`src/hdl/egdp_pkg.sv`:
```
package egdp_pkg;

  localparam logic [7:0] DESC_TAG     = 8'hD6;
  localparam int         FIFO_DEPTH   = 4;
  localparam int         FIFO_PTR_W   = $clog2(FIFO_DEPTH);
  localparam int         FIFO_CNT_W   = $clog2(FIFO_DEPTH + 1);
  localparam logic [3:0] GRP_RELAY_A  = 4'd4;
  localparam logic [3:0] GRP_RELAY_B  = 4'd5;
  localparam logic [2:0] EVT_LAST_IDX = 3'd3;
  localparam logic [2:0] RLY_LAST_IDX = 3'd7;
  localparam logic [7:0] EVT_REC_LEN  = 8'd4;
  localparam logic [7:0] RLY_REC_LEN  = 8'd8;

  typedef enum logic [2:0] {
    KIND_EVENT = 3'd0,
    KIND_RELAY = 3'd1,
    KIND_PRIV  = 3'd2,
    KIND_DONE  = 3'd3,
    KIND_ERROR = 3'd4
  } egdp_kind_t;

  typedef enum logic [2:0] {
    ERR_NONE     = 3'd0,
    ERR_SMALLBUF = 3'd1,
    ERR_BADTAG   = 3'd2,
    ERR_TOOLONG  = 3'd3,
    ERR_ZEROLEN  = 3'd4,
    ERR_OVERRUN  = 3'd5
  } egdp_err_t;

  typedef enum logic [2:0] {
    PH_IDLE  = 3'd0,
    PH_LEN   = 3'd1,
    PH_HEAD  = 3'd2,
    PH_EVT   = 3'd3,
    PH_RELAY = 3'd4,
    PH_PRIV  = 3'd5
  } egdp_phase_t;

  typedef enum logic [1:0] {
    END_NONE = 2'd0,
    END_DONE = 2'd1,
    END_FAIL = 2'd2
  } egdp_end_t;

  typedef struct packed {
    logic        start_req;
    logic [7:0]  data_byte;
    logic [15:0] data_size;
  } egdp_in_t;

  typedef struct packed {
    egdp_kind_t  kind;
    logic [3:0]  grp_code;
    logic [15:0] service_ident;
    logic [15:0] event_ident;
    logic [15:0] network_ident;
    logic [15:0] stream_ident;
    logic [7:0]  private_value;
    egdp_err_t   error_code;
    logic [8:0]  consumed_length;
    logic        last;
  } egdp_out_t;

  // One queue entry: the first result of a byte plus an optional
  // terminating done/error result that follows it.
  typedef struct packed {
    egdp_out_t  head;
    logic       tail_vld;
    egdp_kind_t tail_kind;
    egdp_err_t  tail_err;
    logic [8:0] tail_len;
  } egdp_cmd_t;

  typedef struct packed {
    logic full;
    logic empty;
  } egdp_fifo_stat_t;

endpackage

```
`src/hdl/egdp_front.sv`:
```
module egdp_front (
  input  logic              clk,
  input  logic              rst_n,
  input  logic              acc,
  input  egdp_pkg::egdp_in_t in_item,
  output logic              push,
  output egdp_pkg::egdp_cmd_t cmd
);

  egdp_pkg::egdp_phase_t phase_r, phase_nxt;
  logic [7:0]  remain_r, remain_nxt;
  logic [7:0]  dlen_r, dlen_nxt;
  logic [3:0]  events_r, events_nxt;
  logic [2:0]  idx_r, idx_nxt;
  logic [55:0] asm_r, asm_nxt;
  logic [3:0]  grp_r, grp_nxt;
  logic [15:0] bufsz_r, bufsz_nxt;

  logic [7:0]  b;
  logic [7:0]  rem_dec;
  logic [63:0] full_rec;
  logic        small_buf, bad_tag, too_long, zero_len;
  logic [3:0]  evl_a, grp_a;
  egdp_pkg::egdp_phase_t adv_to;
  egdp_pkg::egdp_end_t   adv_end;
  logic [8:0]  cons_len;
  logic        evt_end, rly_end;

  assign b         = in_item.data_byte;
  assign rem_dec   = remain_r - 8'd1;
  assign full_rec  = {asm_r, b};
  assign small_buf = in_item.data_size < 16'd2;
  assign bad_tag   = b != egdp_pkg::DESC_TAG;
  assign too_long  = ({9'd0, b} + 17'd2) > {1'b0, bufsz_r};
  assign zero_len  = b == 8'd0;
  assign cons_len  = {1'b0, dlen_r} + 9'd2;
  assign evt_end   = idx_r == egdp_pkg::EVT_LAST_IDX;
  assign rly_end   = idx_r == egdp_pkg::RLY_LAST_IDX;

  // Segment completion: what follows the header or a finished record.
  always_comb begin
    evl_a = events_r;
    grp_a = grp_r;
    if (phase_r == egdp_pkg::PH_HEAD) begin
      evl_a = b[3:0];
      grp_a = b[7:4];
    end else if (phase_r == egdp_pkg::PH_EVT) begin
      evl_a = events_r - 4'd1;
    end
    adv_to  = egdp_pkg::PH_IDLE;
    adv_end = egdp_pkg::END_NONE;
    if (evl_a != 4'd0) begin
      if (rem_dec < egdp_pkg::EVT_REC_LEN) begin
        adv_end = egdp_pkg::END_FAIL;
      end else begin
        adv_to = egdp_pkg::PH_EVT;
      end
    end else if (rem_dec == 8'd0) begin
      adv_end = egdp_pkg::END_DONE;
    end else if (grp_a == egdp_pkg::GRP_RELAY_A || grp_a == egdp_pkg::GRP_RELAY_B) begin
      if (rem_dec < egdp_pkg::RLY_REC_LEN) begin
        adv_end = egdp_pkg::END_FAIL;
      end else begin
        adv_to = egdp_pkg::PH_RELAY;
      end
    end else begin
      adv_to = egdp_pkg::PH_PRIV;
    end
  end

  // Next state.
  always_comb begin
    phase_nxt = phase_r;
    if (acc) begin
      if (in_item.start_req) begin
        phase_nxt = (small_buf || bad_tag) ? egdp_pkg::PH_IDLE : egdp_pkg::PH_LEN;
      end else begin
        unique case (phase_r)
          egdp_pkg::PH_LEN:   phase_nxt = (too_long || zero_len) ? egdp_pkg::PH_IDLE
                                                                 : egdp_pkg::PH_HEAD;
          egdp_pkg::PH_HEAD:  phase_nxt = adv_to;
          egdp_pkg::PH_EVT:   phase_nxt = evt_end ? adv_to : egdp_pkg::PH_EVT;
          egdp_pkg::PH_RELAY: phase_nxt = rly_end ? adv_to : egdp_pkg::PH_RELAY;
          egdp_pkg::PH_PRIV:  phase_nxt = (rem_dec == 8'd0) ? egdp_pkg::PH_IDLE
                                                            : egdp_pkg::PH_PRIV;
          default:            phase_nxt = egdp_pkg::PH_IDLE;
        endcase
      end
    end
  end

  // Outputs towards the queue.
  always_comb begin
    push = 1'b0;
    cmd  = '0;
    cmd.head.grp_code = (phase_r == egdp_pkg::PH_HEAD) ? b[7:4] : grp_r;
    cmd.tail_len = cons_len;
    if (acc) begin
      if (in_item.start_req) begin
        cmd.head.grp_code = 4'd0;
        if (small_buf || bad_tag) begin
          push = 1'b1;
          cmd.head.kind = egdp_pkg::KIND_ERROR;
          cmd.head.error_code = small_buf ? egdp_pkg::ERR_SMALLBUF : egdp_pkg::ERR_BADTAG;
        end
      end else begin
        unique case (phase_r)
          egdp_pkg::PH_LEN: begin
            if (too_long || zero_len) begin
              push = 1'b1;
              cmd.head.kind = egdp_pkg::KIND_ERROR;
              cmd.head.error_code = too_long ? egdp_pkg::ERR_TOOLONG : egdp_pkg::ERR_ZEROLEN;
            end
          end
          egdp_pkg::PH_HEAD: begin
            if (adv_end == egdp_pkg::END_DONE) begin
              push = 1'b1;
              cmd.head.kind = egdp_pkg::KIND_DONE;
              cmd.head.consumed_length = cons_len;
            end else if (adv_end == egdp_pkg::END_FAIL) begin
              push = 1'b1;
              cmd.head.kind = egdp_pkg::KIND_ERROR;
              cmd.head.error_code = egdp_pkg::ERR_OVERRUN;
            end
          end
          egdp_pkg::PH_EVT, egdp_pkg::PH_RELAY: begin
            if ((phase_r == egdp_pkg::PH_EVT) ? evt_end : rly_end) begin
              push = 1'b1;
              cmd.head.kind = (phase_r == egdp_pkg::PH_EVT) ? egdp_pkg::KIND_EVENT
                                                            : egdp_pkg::KIND_RELAY;
              cmd.head.service_ident = full_rec[31:16];
              cmd.head.event_ident   = full_rec[15:0];
              if (phase_r == egdp_pkg::PH_RELAY) begin
                cmd.head.network_ident = full_rec[63:48];
                cmd.head.stream_ident  = full_rec[47:32];
              end
              cmd.tail_vld  = adv_end != egdp_pkg::END_NONE;
              cmd.tail_kind = (adv_end == egdp_pkg::END_DONE) ? egdp_pkg::KIND_DONE
                                                              : egdp_pkg::KIND_ERROR;
              cmd.tail_err  = (adv_end == egdp_pkg::END_FAIL) ? egdp_pkg::ERR_OVERRUN
                                                              : egdp_pkg::ERR_NONE;
            end
          end
          egdp_pkg::PH_PRIV: begin
            push = 1'b1;
            cmd.head.kind = egdp_pkg::KIND_PRIV;
            cmd.head.private_value = b;
            cmd.tail_vld  = rem_dec == 8'd0;
            cmd.tail_kind = egdp_pkg::KIND_DONE;
            cmd.tail_err  = egdp_pkg::ERR_NONE;
          end
          default: push = 1'b0;
        endcase
      end
    end
    cmd.head.last = !cmd.tail_vld;
  end

  // Datapath next values.
  always_comb begin
    remain_nxt = remain_r;
    dlen_nxt   = dlen_r;
    events_nxt = events_r;
    idx_nxt    = idx_r;
    asm_nxt    = asm_r;
    grp_nxt    = grp_r;
    bufsz_nxt  = bufsz_r;
    if (acc) begin
      if (in_item.start_req) begin
        remain_nxt = 8'd0;
        dlen_nxt   = 8'd0;
        events_nxt = 4'd0;
        idx_nxt    = 3'd0;
        grp_nxt    = 4'd0;
        bufsz_nxt  = in_item.data_size;
      end else begin
        unique case (phase_r)
          egdp_pkg::PH_LEN: begin
            dlen_nxt   = b;
            remain_nxt = b;
          end
          egdp_pkg::PH_HEAD: begin
            grp_nxt    = b[7:4];
            events_nxt = b[3:0];
            remain_nxt = rem_dec;
            idx_nxt    = 3'd0;
          end
          egdp_pkg::PH_EVT, egdp_pkg::PH_RELAY: begin
            asm_nxt    = full_rec[55:0];
            remain_nxt = rem_dec;
            if ((phase_r == egdp_pkg::PH_EVT) ? evt_end : rly_end) begin
              idx_nxt = 3'd0;
              if (phase_r == egdp_pkg::PH_EVT) begin
                events_nxt = events_r - 4'd1;
              end
            end else begin
              idx_nxt = idx_r + 3'd1;
            end
          end
          egdp_pkg::PH_PRIV: remain_nxt = rem_dec;
          default: remain_nxt = remain_r;
        endcase
      end
    end
  end

  always_ff @(posedge clk) begin
    if (!rst_n) begin
      phase_r  <= egdp_pkg::PH_IDLE;
      remain_r <= 8'd0;
      dlen_r   <= 8'd0;
      events_r <= 4'd0;
      idx_r    <= 3'd0;
      grp_r    <= 4'd0;
      bufsz_r  <= 16'd0;
    end else begin
      phase_r  <= phase_nxt;
      remain_r <= remain_nxt;
      dlen_r   <= dlen_nxt;
      events_r <= events_nxt;
      idx_r    <= idx_nxt;
      grp_r    <= grp_nxt;
      bufsz_r  <= bufsz_nxt;
    end
  end

  always_ff @(posedge clk) begin
    asm_r <= asm_nxt;
  end

endmodule

```
`src/hdl/egdp_fifo.sv`:
```
module egdp_fifo (
  input  logic                  clk,
  input  logic                  rst_n,
  input  logic                  push,
  input  egdp_pkg::egdp_cmd_t   wr_data,
  input  logic                  pop,
  output egdp_pkg::egdp_cmd_t   rd_data,
  output egdp_pkg::egdp_fifo_stat_t stat
);

  egdp_pkg::egdp_cmd_t mem_r [egdp_pkg::FIFO_DEPTH];
  logic [egdp_pkg::FIFO_PTR_W-1:0] wp_r, wp_nxt, rp_r, rp_nxt;
  logic [egdp_pkg::FIFO_CNT_W-1:0] cnt_r, cnt_nxt;

  assign stat.full  = cnt_r == egdp_pkg::FIFO_CNT_W'(egdp_pkg::FIFO_DEPTH);
  assign stat.empty = cnt_r == '0;
  assign rd_data    = mem_r[rp_r];

  always_comb begin
    wp_nxt  = push ? wp_r + egdp_pkg::FIFO_PTR_W'(1) : wp_r;
    rp_nxt  = pop ? rp_r + egdp_pkg::FIFO_PTR_W'(1) : rp_r;
    cnt_nxt = cnt_r;
    if (push && !pop) begin
      cnt_nxt = cnt_r + egdp_pkg::FIFO_CNT_W'(1);
    end else if (pop && !push) begin
      cnt_nxt = cnt_r - egdp_pkg::FIFO_CNT_W'(1);
    end
  end

  always_ff @(posedge clk) begin
    if (!rst_n) begin
      wp_r  <= '0;
      rp_r  <= '0;
      cnt_r <= '0;
    end else begin
      wp_r  <= wp_nxt;
      rp_r  <= rp_nxt;
      cnt_r <= cnt_nxt;
    end
  end

  always_ff @(posedge clk) begin
    if (push) begin
      mem_r[wp_r] <= wr_data;
    end
  end

endmodule

```
`src/hdl/egdp_back.sv`:
```
module egdp_back (
  input  logic                      clk,
  input  logic                      rst_n,
  input  egdp_pkg::egdp_cmd_t       q_data,
  input  egdp_pkg::egdp_fifo_stat_t q_stat,
  output logic                      pop,
  output logic                      out_valid,
  input  logic                      out_stall,
  output egdp_pkg::egdp_out_t       out_data
);

  logic                out_valid_r, out_valid_nxt;
  egdp_pkg::egdp_out_t out_data_r, out_data_nxt;
  logic                tail_pend_r, tail_pend_nxt;
  egdp_pkg::egdp_out_t tail_r, tail_nxt;
  egdp_pkg::egdp_out_t tail_build;
  logic                load_ok;

  assign load_ok = !out_valid_r || !out_stall;
  assign pop     = load_ok && !tail_pend_r && !q_stat.empty;

  always_comb begin
    tail_build                 = '0;
    tail_build.kind            = q_data.tail_kind;
    tail_build.grp_code        = q_data.head.grp_code;
    tail_build.error_code      = q_data.tail_err;
    tail_build.consumed_length = (q_data.tail_kind == egdp_pkg::KIND_DONE) ? q_data.tail_len
                                                                           : 9'd0;
    tail_build.last            = 1'b1;
  end

  always_comb begin
    out_valid_nxt = out_valid_r;
    out_data_nxt  = out_data_r;
    tail_pend_nxt = tail_pend_r;
    tail_nxt      = tail_r;
    if (load_ok) begin
      if (tail_pend_r) begin
        out_valid_nxt = 1'b1;
        out_data_nxt  = tail_r;
        tail_pend_nxt = 1'b0;
      end else if (!q_stat.empty) begin
        out_valid_nxt = 1'b1;
        out_data_nxt  = q_data.head;
        tail_pend_nxt = q_data.tail_vld;
        tail_nxt      = tail_build;
      end else begin
        out_valid_nxt = 1'b0;
      end
    end
  end

  always_ff @(posedge clk) begin
    if (!rst_n) begin
      out_valid_r <= 1'b0;
      tail_pend_r <= 1'b0;
    end else begin
      out_valid_r <= out_valid_nxt;
      tail_pend_r <= tail_pend_nxt;
    end
  end

  always_ff @(posedge clk) begin
    out_data_r <= out_data_nxt;
    tail_r     <= tail_nxt;
  end

  assign out_valid = out_valid_r;
  assign out_data  = out_data_r;

endmodule

```
`src/hdl/event_group_descriptor_parser.sv`:
```
// Event group descriptor parser: one descriptor byte per cycle unless stalled.
// A result item passes through the queue and then the output register.
// Throughput: one byte in per cycle unless the queue is full, one result out
// per cycle unless stalled; a byte ending a record and the descriptor gives two.
// Reset (rst_n low, synchronous) returns the parser to idle and empties the queue.
module event_group_descriptor_parser (
  input  logic                clk,
  input  logic                rst_n,
  input  logic                in_valid,
  output logic                in_stall,
  input  egdp_pkg::egdp_in_t  in_data,
  output logic                out_valid,
  input  logic                out_stall,
  output egdp_pkg::egdp_out_t out_data
);

  // The front end runs the byte-level parse state machine. Every byte that
  // produces results pushes one entry into a four-entry queue; the entry
  // carries the first result and, where the byte also closes the descriptor,
  // a done or error result to follow.
  // The back end drains the queue into the output register, unfolding a
  // two-result entry into its two results, so the front end keeps taking bytes
  // while a result waits for the consumer.

  logic                      in_acc;
  logic                      push;
  logic                      pop;
  egdp_pkg::egdp_cmd_t       wr_cmd;
  egdp_pkg::egdp_cmd_t       rd_cmd;
  egdp_pkg::egdp_fifo_stat_t q_stat;

  // The input is held off only while the queue is full; while the consumer
  // takes results, the queue keeps draining.
  assign in_stall = q_stat.full;
  assign in_acc   = in_valid && !in_stall;

  egdp_front u_front (
    .clk     (clk),
    .rst_n   (rst_n),
    .acc     (in_acc),
    .in_item (in_data),
    .push    (push),
    .cmd     (wr_cmd)
  );

  egdp_fifo u_fifo (
    .clk     (clk),
    .rst_n   (rst_n),
    .push    (push),
    .wr_data (wr_cmd),
    .pop     (pop),
    .rd_data (rd_cmd),
    .stat    (q_stat)
  );

  egdp_back u_back (
    .clk       (clk),
    .rst_n     (rst_n),
    .q_data    (rd_cmd),
    .q_stat    (q_stat),
    .pop       (pop),
    .out_valid (out_valid),
    .out_stall (out_stall),
    .out_data  (out_data)
  );

endmodule

```
`config.mk`:
```
export PLATFORM = sky130hd
export DESIGN_NAME = event_group_descriptor_parser
export DESIGN_NICKNAME = d
export VERILOG_FILES = /design/src/hdl/egdp_pkg.sv /design/src/hdl/egdp_front.sv /design/src/hdl/egdp_fifo.sv /design/src/hdl/egdp_back.sv /design/src/hdl/event_group_descriptor_parser.sv
export SDC_FILE = /design/constraint.sdc
export NUM_CORES = 1
export LEC_CHECK = 0
export ABC_AREA = 1
export BUFFER_PORTS_ARGS = -buffer_cell sky130_fd_sc_hd__buf_4
export CAP_MARGIN = 20
export CORE_ASPECT_RATIO = 0.7
export CORE_MARGIN = 4
export CORE_UTILIZATION = 41
export CTS_CLUSTER_SIZE = 14
export DETAILED_ROUTE_END_ITERATION = 12
export SLEW_MARGIN = 10
export SYNTH_ARGS = -nofsm -noshare
export SYNTH_HDL_FRONTEND = slang
export SYNTH_SLANG_ARGS = --single-unit
export TNS_END_PERCENT = 10
```
`constraint.sdc`:
```
create_clock -name clk -period 11.05 [get_ports clk]
set_input_delay 2.21 -clock clk [delete_from_list [all_inputs] [get_ports clk]]
set_output_delay 2.21 -clock clk [all_outputs]
set_load 0.01 [all_outputs]
```
---- Word level (Yosys, flattened, before mapping) ----
Memory sizes are Yosys's and may differ from the RTL's. A register that Yosys moved wholly into a read port is not among the register bits.
Cells that the tools add are included.
word-level totals
  output and inout port bits .............. 94
  bits of input ports ..................... 29
  memory bits (writable) .................. 432
  memories ................................ 1
  bits in registers ....................... 222
  word-level logic and storage cells ...... 178
operators by class
  add/subtract/negate cells ............... 9
  muxes and demuxes ....................... 82
  equal/unequal tests ..................... 16
  reduce and logical (&&, ||, !) cells .... 36
  bitwise gates (word level) .............. 3
  order comparisons ....................... 4
memory list
  memory        words  width  rd ports  clocked after Yosys merged registers in  wr ports  RTL line         RTL
  u_fifo.mem_r  4      108    1         1                                        1         egdp_fifo.sv:11  egdp_pkg::egdp_cmd_t mem_r [egdp_pkg::FIFO_DEPTH];
operators with widths
  kind                                                                    count
  92-bit 2-to-1 mux                                                       2
  64-bit 2-to-1 mux                                                       2
  91-bit 2-to-1 mux                                                       1
  3-bit 2-to-1 mux                                                        25
  72-bit 2-to-1 mux                                                       1
  32-bit 2-to-1 mux                                                       1
  8-bit 2-to-1 mux                                                        4
  9-bit 2-to-1 mux                                                        3
  4-bit 2-to-1 mux                                                        6
  7-bit 2-to-1 mux                                                        3
  2-bit 2-to-1 mux                                                        10
  8-bit by 2-bit adder with 9-bit output (second input constant)          2
  17-bit by 16-bit greater-than comparator with 1-bit output              1
  8-bit logical NOT                                                       2
  16-bit by 2-bit < comparator with 1-bit output (second input constant)  1
  1-bit 2-to-1 mux                                                        16
  8-bit one-hot mux with 2 select lines                                   1
  3-bit one-hot mux with 5 select lines                                   1
  7-bit one-hot mux with 2 select lines                                   1
  3-bit by 2-bit equality test with 1-bit output (second input constant)  4
  3-bit equality test (second input constant)                             4
  3-bit one-hot mux with 2 select lines                                   2
  3-bit one-hot mux with 4 select lines                                   1
  2-bit AND reduction                                                     5
  27 further kinds                                                        51

---- Longest topological paths before layout ----
  depth in word-level cells ............... 17
  mapped depth ............................ 25
  depth with buffers taken out ............ 25

---- Cells and area by module ----
A second synthesis with hierarchy kept.
second synthesis, totals
  cells, all modules ...................... 2,185
  area, all modules ....................... 26,339.0 µm²
modules (own cells, without submodules)
  module                         sequential area each (µm²)  area each (µm²)  cells each  times used
  egdp_fifo                      13,152.6                    16,432.0         1,102       1
  egdp_front                     2,602.5                     5,552.8          722         1
  egdp_back                      3,373.2                     4,344.2          359         1
  event_group_descriptor_parser  0.0                         10.0             2           1

---- Least setup slack after synthesis ----
Ideal clock, no wire load.
  path type ............................... input port to flip-flop
  start point ............................. input in_data[19] (netlist bit)
  end point ............................... memory u_fifo.mem_r[0][0] (netlist bit), enable pin
  required time ........................... 10.480 ns
  slack ................................... 2.141 ns
  cell stages on the path ................. 17
  data arrival time ....................... 8.339 ns
  path buffers ............................ 0
  setup time .............................. 0.570 ns
  cells stage by stage .................... inv_1 -> nor3_1 -> inv_1 -> nor3_1 -> xor2_1 -> inv_1 -> ha_1 -> nand2_1 -> nor2_1 -> nand2_1 -> o211ai_1 -> nand2_1 -> nand2_1 -> nand3_1 -> nand3_1 -> nand2_2 -> nor2_1
between the ends
  cells in the longest elaborated chain, start to end .. 11
  elaborated cells between the ends (all ways) .. 20
  those cells by class .................... add/sub (1); order compare (1); eq/ne (3); mux (11); reduce/logical (4)
ends and longest elaborated chain
  element                                                                                             RTL line                             RTL
  start: declaration                                                                                  event_group_descriptor_parser.sv:11  input egdp_pkg::egdp_in_t in_data,
  branches (longest 7 deep; another with 17-bit by 16-bit greater-than comparator with 1-bit output)  n/a
  1-bit 2-to-1 mux (*)                                                                                egdp_front.sv:99                     if (in_item.start_req) begin
  1-bit 2-to-1 mux (*)                                                                                egdp_front.sv:98                     if (acc) begin
  1-bit 2-to-1 mux (*)                                                                                egdp_fifo.sv:43                      if (push) begin
  1-bit 2-to-1 mux (implied by the code) (*)                                                          egdp_fifo.sv:44                      mem_r[wp_r] <= wr_data;
  end: declaration                                                                                    egdp_fifo.sv:11
Mark *: on every way between the ends.

---- Worst setup path in the final report ----
  start point ............................. input in_data[17] (netlist bit)
  end point ............................... register u_fifo.cnt_r[2] (netlist bit)
between the ends
  cells in the longest elaborated chain, start to end .. 12
  elaborated cells between the ends (all ways) .. 23
  those cells by class .................... add/sub (1); order compare (1); eq/ne (3); mux (10); reduce/logical (8)
ends and longest elaborated chain
  element                                                                                             RTL line                             RTL
  branches (longest 7 deep; another with 17-bit by 16-bit greater-than comparator with 1-bit output)  n/a
  1-bit 2-to-1 mux (*)                                                                                egdp_front.sv:99
  1-bit 2-to-1 mux (*)                                                                                egdp_front.sv:98
  named net push                                                                                      event_group_descriptor_parser.sv:26  logic push;
  1-bit logical NOT                                                                                   egdp_fifo.sv:25                      end else if (pop && !push) begin
  1-bit logical AND                                                                                   egdp_fifo.sv:25
  2-bit nonzero test (no source line)                                                                 n/a
  end signal: assignment                                                                              egdp_fifo.sv:38                      cnt_r <= cnt_nxt;
  end: declaration                                                                                    egdp_fifo.sv:13                      logic [egdp_pkg::FIFO_CNT_W-1:0] cnt_r, cnt_nxt;
Mark *: on every way through the listed nets, which the timed path passes.
A chain may end at the register's enable or synchronous reset.

==> results.py <==
metrics = {
    "power": {
        "leakage_nw": 10.1,
        "peakVddDrop_uv": 144,
        "cellPowerDensity_nw_per_um2": 240,
    },
    "timing": {
        "setup_tns_ns": 0,
        "min_period_ns": 5.34,
        "relSlewSlack_pct": 26.6,
        "fin_crit_sh_pct": 48.3,
        "finalHoldViolations": 0,
        "fin_ws_ns": 5.71,
        "grt_setup_unrepaired": "no",
        "fmax_mhz": 187,
        "maxSlewViolCount": 0,
        "setup_viol": 0,
        "worst_slew_pin_slew_ns": 1.10,
        "skew_ns": 0.0267,
    },
    "detailed_routing": {
        "dr.pass1.iters": 6,
        "wire_per_inst_um": 20.0,
        "drc_errors": 0,
        "finalWirelength_um": 62000,
        "avgViaCountPerCell": 5.26,
        "drtAntennaViolNets": 0,
        "num_vias": 16300,
        "initialDrtViolationCount": 1508,
    },
    "synth": {
        "syn_inst": 2144,
        "synth_top_cell_by_area": "edfxtp_1",
        "syn_area_per_cell_sq_um": 11.9,
        "synth_edf_count": 584,
        "yosysUniqueCellTypes": 40,
        "async_reset_ff_share_pct": 0,
        "synth_top_area_share_pct": 68.8,
        "syn-num-nets": 2199,
        "synth-simple-area-share_pct": 12.8,
        "ys_ff_latch": 641,
        "synth_compound_area_share_pct": 9.01,
        "syn-cell-area_sq_um": 25500,
        "synth_top_family_by_area": "simple AND/OR/NAND/NOR gates",
        "synthTopCellsByArea": "edfxtp_1 (69%), nor2_1 (7.9%), o21ai_0 (4.7%), dfxtp_1 (4.5%), nand2_1 (2.8%)",
        "synthXorXnorAreaFrac_pct": 0.412,
        "synth_fa_ha_area_share_pct": 1.31,
        "yosysSeqAreaShare_pct": 73.3,
        "synth_flop_cell": "edfxtp_1",
        "synthMuxAreaShare_pct": 0,
        "synth_warnings": 0,
    },
    "placed_design": {
        "post-dp-hpwl_um": 37800,
        "io_buffer_count": 122,
        "dp_slack_ns": 5.12,
        "routabilityCongestion": 0.927,
        "postPlaceCellArea_sq_um": 27200,
    },
    "setup_path": {
        "reg2reg_to": "u_fifo.cnt_r[2]",
        "reg2regPathDepth": 23,
        "reg2reg_setup_slack_ns": 6.55,
        "path_max_fanout": 7,
        "rr_startpoint": "u_front.phase_r[1]",
        "path_buf_inv": 6,
        "cpPeakStageDelay_ns": 0.39,
        "arrival_ns": 5.84,
        "critPathKind": "input port to flip-flop",
        "cp-end-kind": "flip-flop",
        "path_delay_family": "simple AND/OR/NAND/NOR gates",
        "cp-start-kind": "input port",
        "critPathSlowestCell": "fa_1",
        "required_ns": 11.55,
    },
    "cells_and_area": {
        "fill_cells": 5413,
        "diodes": 0,
        "final_cell_mix": "edfxtp_1 (584), nor2_1 (531), o21ai_0 (239)",
        "area_growth_pct": 14.6,
        "utilization_pct": 47.5,
        "layout_commonest_cell": "edfxtp_1",
        "finalNetCount": 2297,
        "finish.instance_area_sq_um": 29200,
        "layout-drive-gt1-share_pct": 12.1,
    },
    "status": {
        "status": "finished clean",
    },
    "clock_network": {
        "cts_buffers": 60,
        "post_cts_buffers": 0,
        "clkLatencyLatePin_ns": 0.64,
        "clock-sinks": 641,
        "clk_pin_slew_ns": 0.06,
        "cts_resized": 0,
        "root_buffer": "clkbuf_16",
        "cts_htree_levels": 2,
        "cts_tree": "done",
        "ctsHoldBuffers": 0,
        "clock_path_buffers": 3,
    },
    "worst_hold_path": {
        "min_path_type": "flip-flop to flip-flop",
        "min_delay_worst_endpoint": "u_front.asm_r[18]",
        "hold_start": "u_front.asm_r[10]",
        "holdPathStages": 0,
    },
    "global_routing": {
        "grt_util_all_layers_pct": 18.4,
        "gr-total-overflow": 0,
        "antenna_found_initial": 0,
        "grt_pass1_wl_um": 94400,
        "grt_pass1_vias": 15800,
        "grt_max_degree": 120,
    },
    "floorplan": {
        "core_area_sq_um": 61500,
        "die_height_um": 217,
        "initial_utilization_pct": 41.4,
        "rows": 76,
        "die_w_um": 306,
        "dieArea_sq_um": 66300,
        "ios": 123,
    },
    "job": {
        "drv_cap": 0,
    },
}
[routing by layer]
| metal | up-vias | wire (um) | GRT usage (%) |
|---|---|---|---|
| li1 | 7691 | - | - |
| met5 | - | 0 | 0 |
| met3 | 94 | 5210 | 4.18 |
| met4 | 0 | 1150 | 4.53 |
| met2 | 551 | 26900 | 27.3 |
| met1 | 8008 | 28800 | 27.5 |
[cell usage after synthesis (4+ instances only)]
cell type / number
ha_1: 25
o21ai_0: 239
clkbuf_1: 91
o22ai_1: 10
o211ai_1: 6
nor3_1: 19
inv_2: 8
a221o_1: 4
nand2_2: 6
inv_1: 95
dfxtp_1: 57
nand2_1: 193
edfxtp_1: 584
a21oi_1: 140
a21oi_2: 4
xor2_1: 10
nand4_1: 14
nor2_1: 537
a31oi_1: 11
nor4_1: 6
nand3_1: 28
o21ai_1: 7
buf_1: 13
o21ai_2: 5
nor2_2: 6
[cells by family (layout without fill, tap and decap cells)]
family,Yosys count,count (layout)
flip-flops,641,641
AO/OA/AOI/OAI,434,434
AND/OR/NAND/NOR,818,818
adder cells (fa/ha/maj),26,26
XOR/XNOR,12,12
buffers and inverters,213,359
[flip-flops by register name, indices dropped and copies added, names as in the netlist, 2 cells and up, named ones only]
| name | flops |
|---|---|
| u_back.out_data | 92 |
| u_back.tail_r | 16 |
| u_fifo.cnt_r | 3 |
| u_fifo.mem_r | 420 |
| u_fifo.rp_r | 2 |
| u_fifo.wp_r | 2 |
| u_front.asm_r | 56 |
| u_front.bufsz_r | 16 |
| u_front.dlen_r | 8 |
| u_front.events_r | 4 |
| u_front.grp_r | 4 |
| u_front.idx_r | 3 |
| u_front.phase_r | 3 |
| u_front.remain_r | 8 |
[final cells by class]
class                           count  area [sq um]  area share [%]
Sequential cell                   641         18700            63.9
Multi-Input combinational cell   1290          6050            20.7
Clock buffer                       80          1640            5.60
Timing Repair Buffer              144          1130            3.88
Tap cell                          819          1020            3.51
Inverter                          105           400            1.37
Clock inverter                     30           298            1.02
[where the power goes]
group | switching [W] | internal [W]
Sequential | 0.000141 | 0.00308
Clock | 0.000884 | 0.00115
Combinational | 0.00117 | 0.000576
Total | 0.00220 | 0.00481
[through the flow]
stage,hold WS (ns),std cells,total power (W)
2_1_floorplan,0.427,2144,0.00427
3_3_place_gp,0.432,2996,0.00500
3_5_place_dp,0.435,2997,0.00503
4_1_cts,0.451,3107,0.00707
5_1_grt,0.453,3109,0.00739
6_report,0.449,3109,0.00701
[worst max-delay path by stage]
stage	start	end	slack, ns	cells past startpoint
floorplan	in_data[19]	u_fifo.mem_r[0][0]	2.14	17
global placement	in_data[17]	u_fifo.cnt_r[2]	5.06	25
detailed placement	in_data[17]	u_fifo.mem_r[1][64]	5.12	19
CTS	in_data[17]	u_fifo.mem_r[1][74]	5.79	19
global route	in_data[17]	u_fifo.cnt_r[2]	5.28	25
finish	in_data[17]	u_fifo.cnt_r[2]	5.71	25
(Power assumes the default switching activity.)
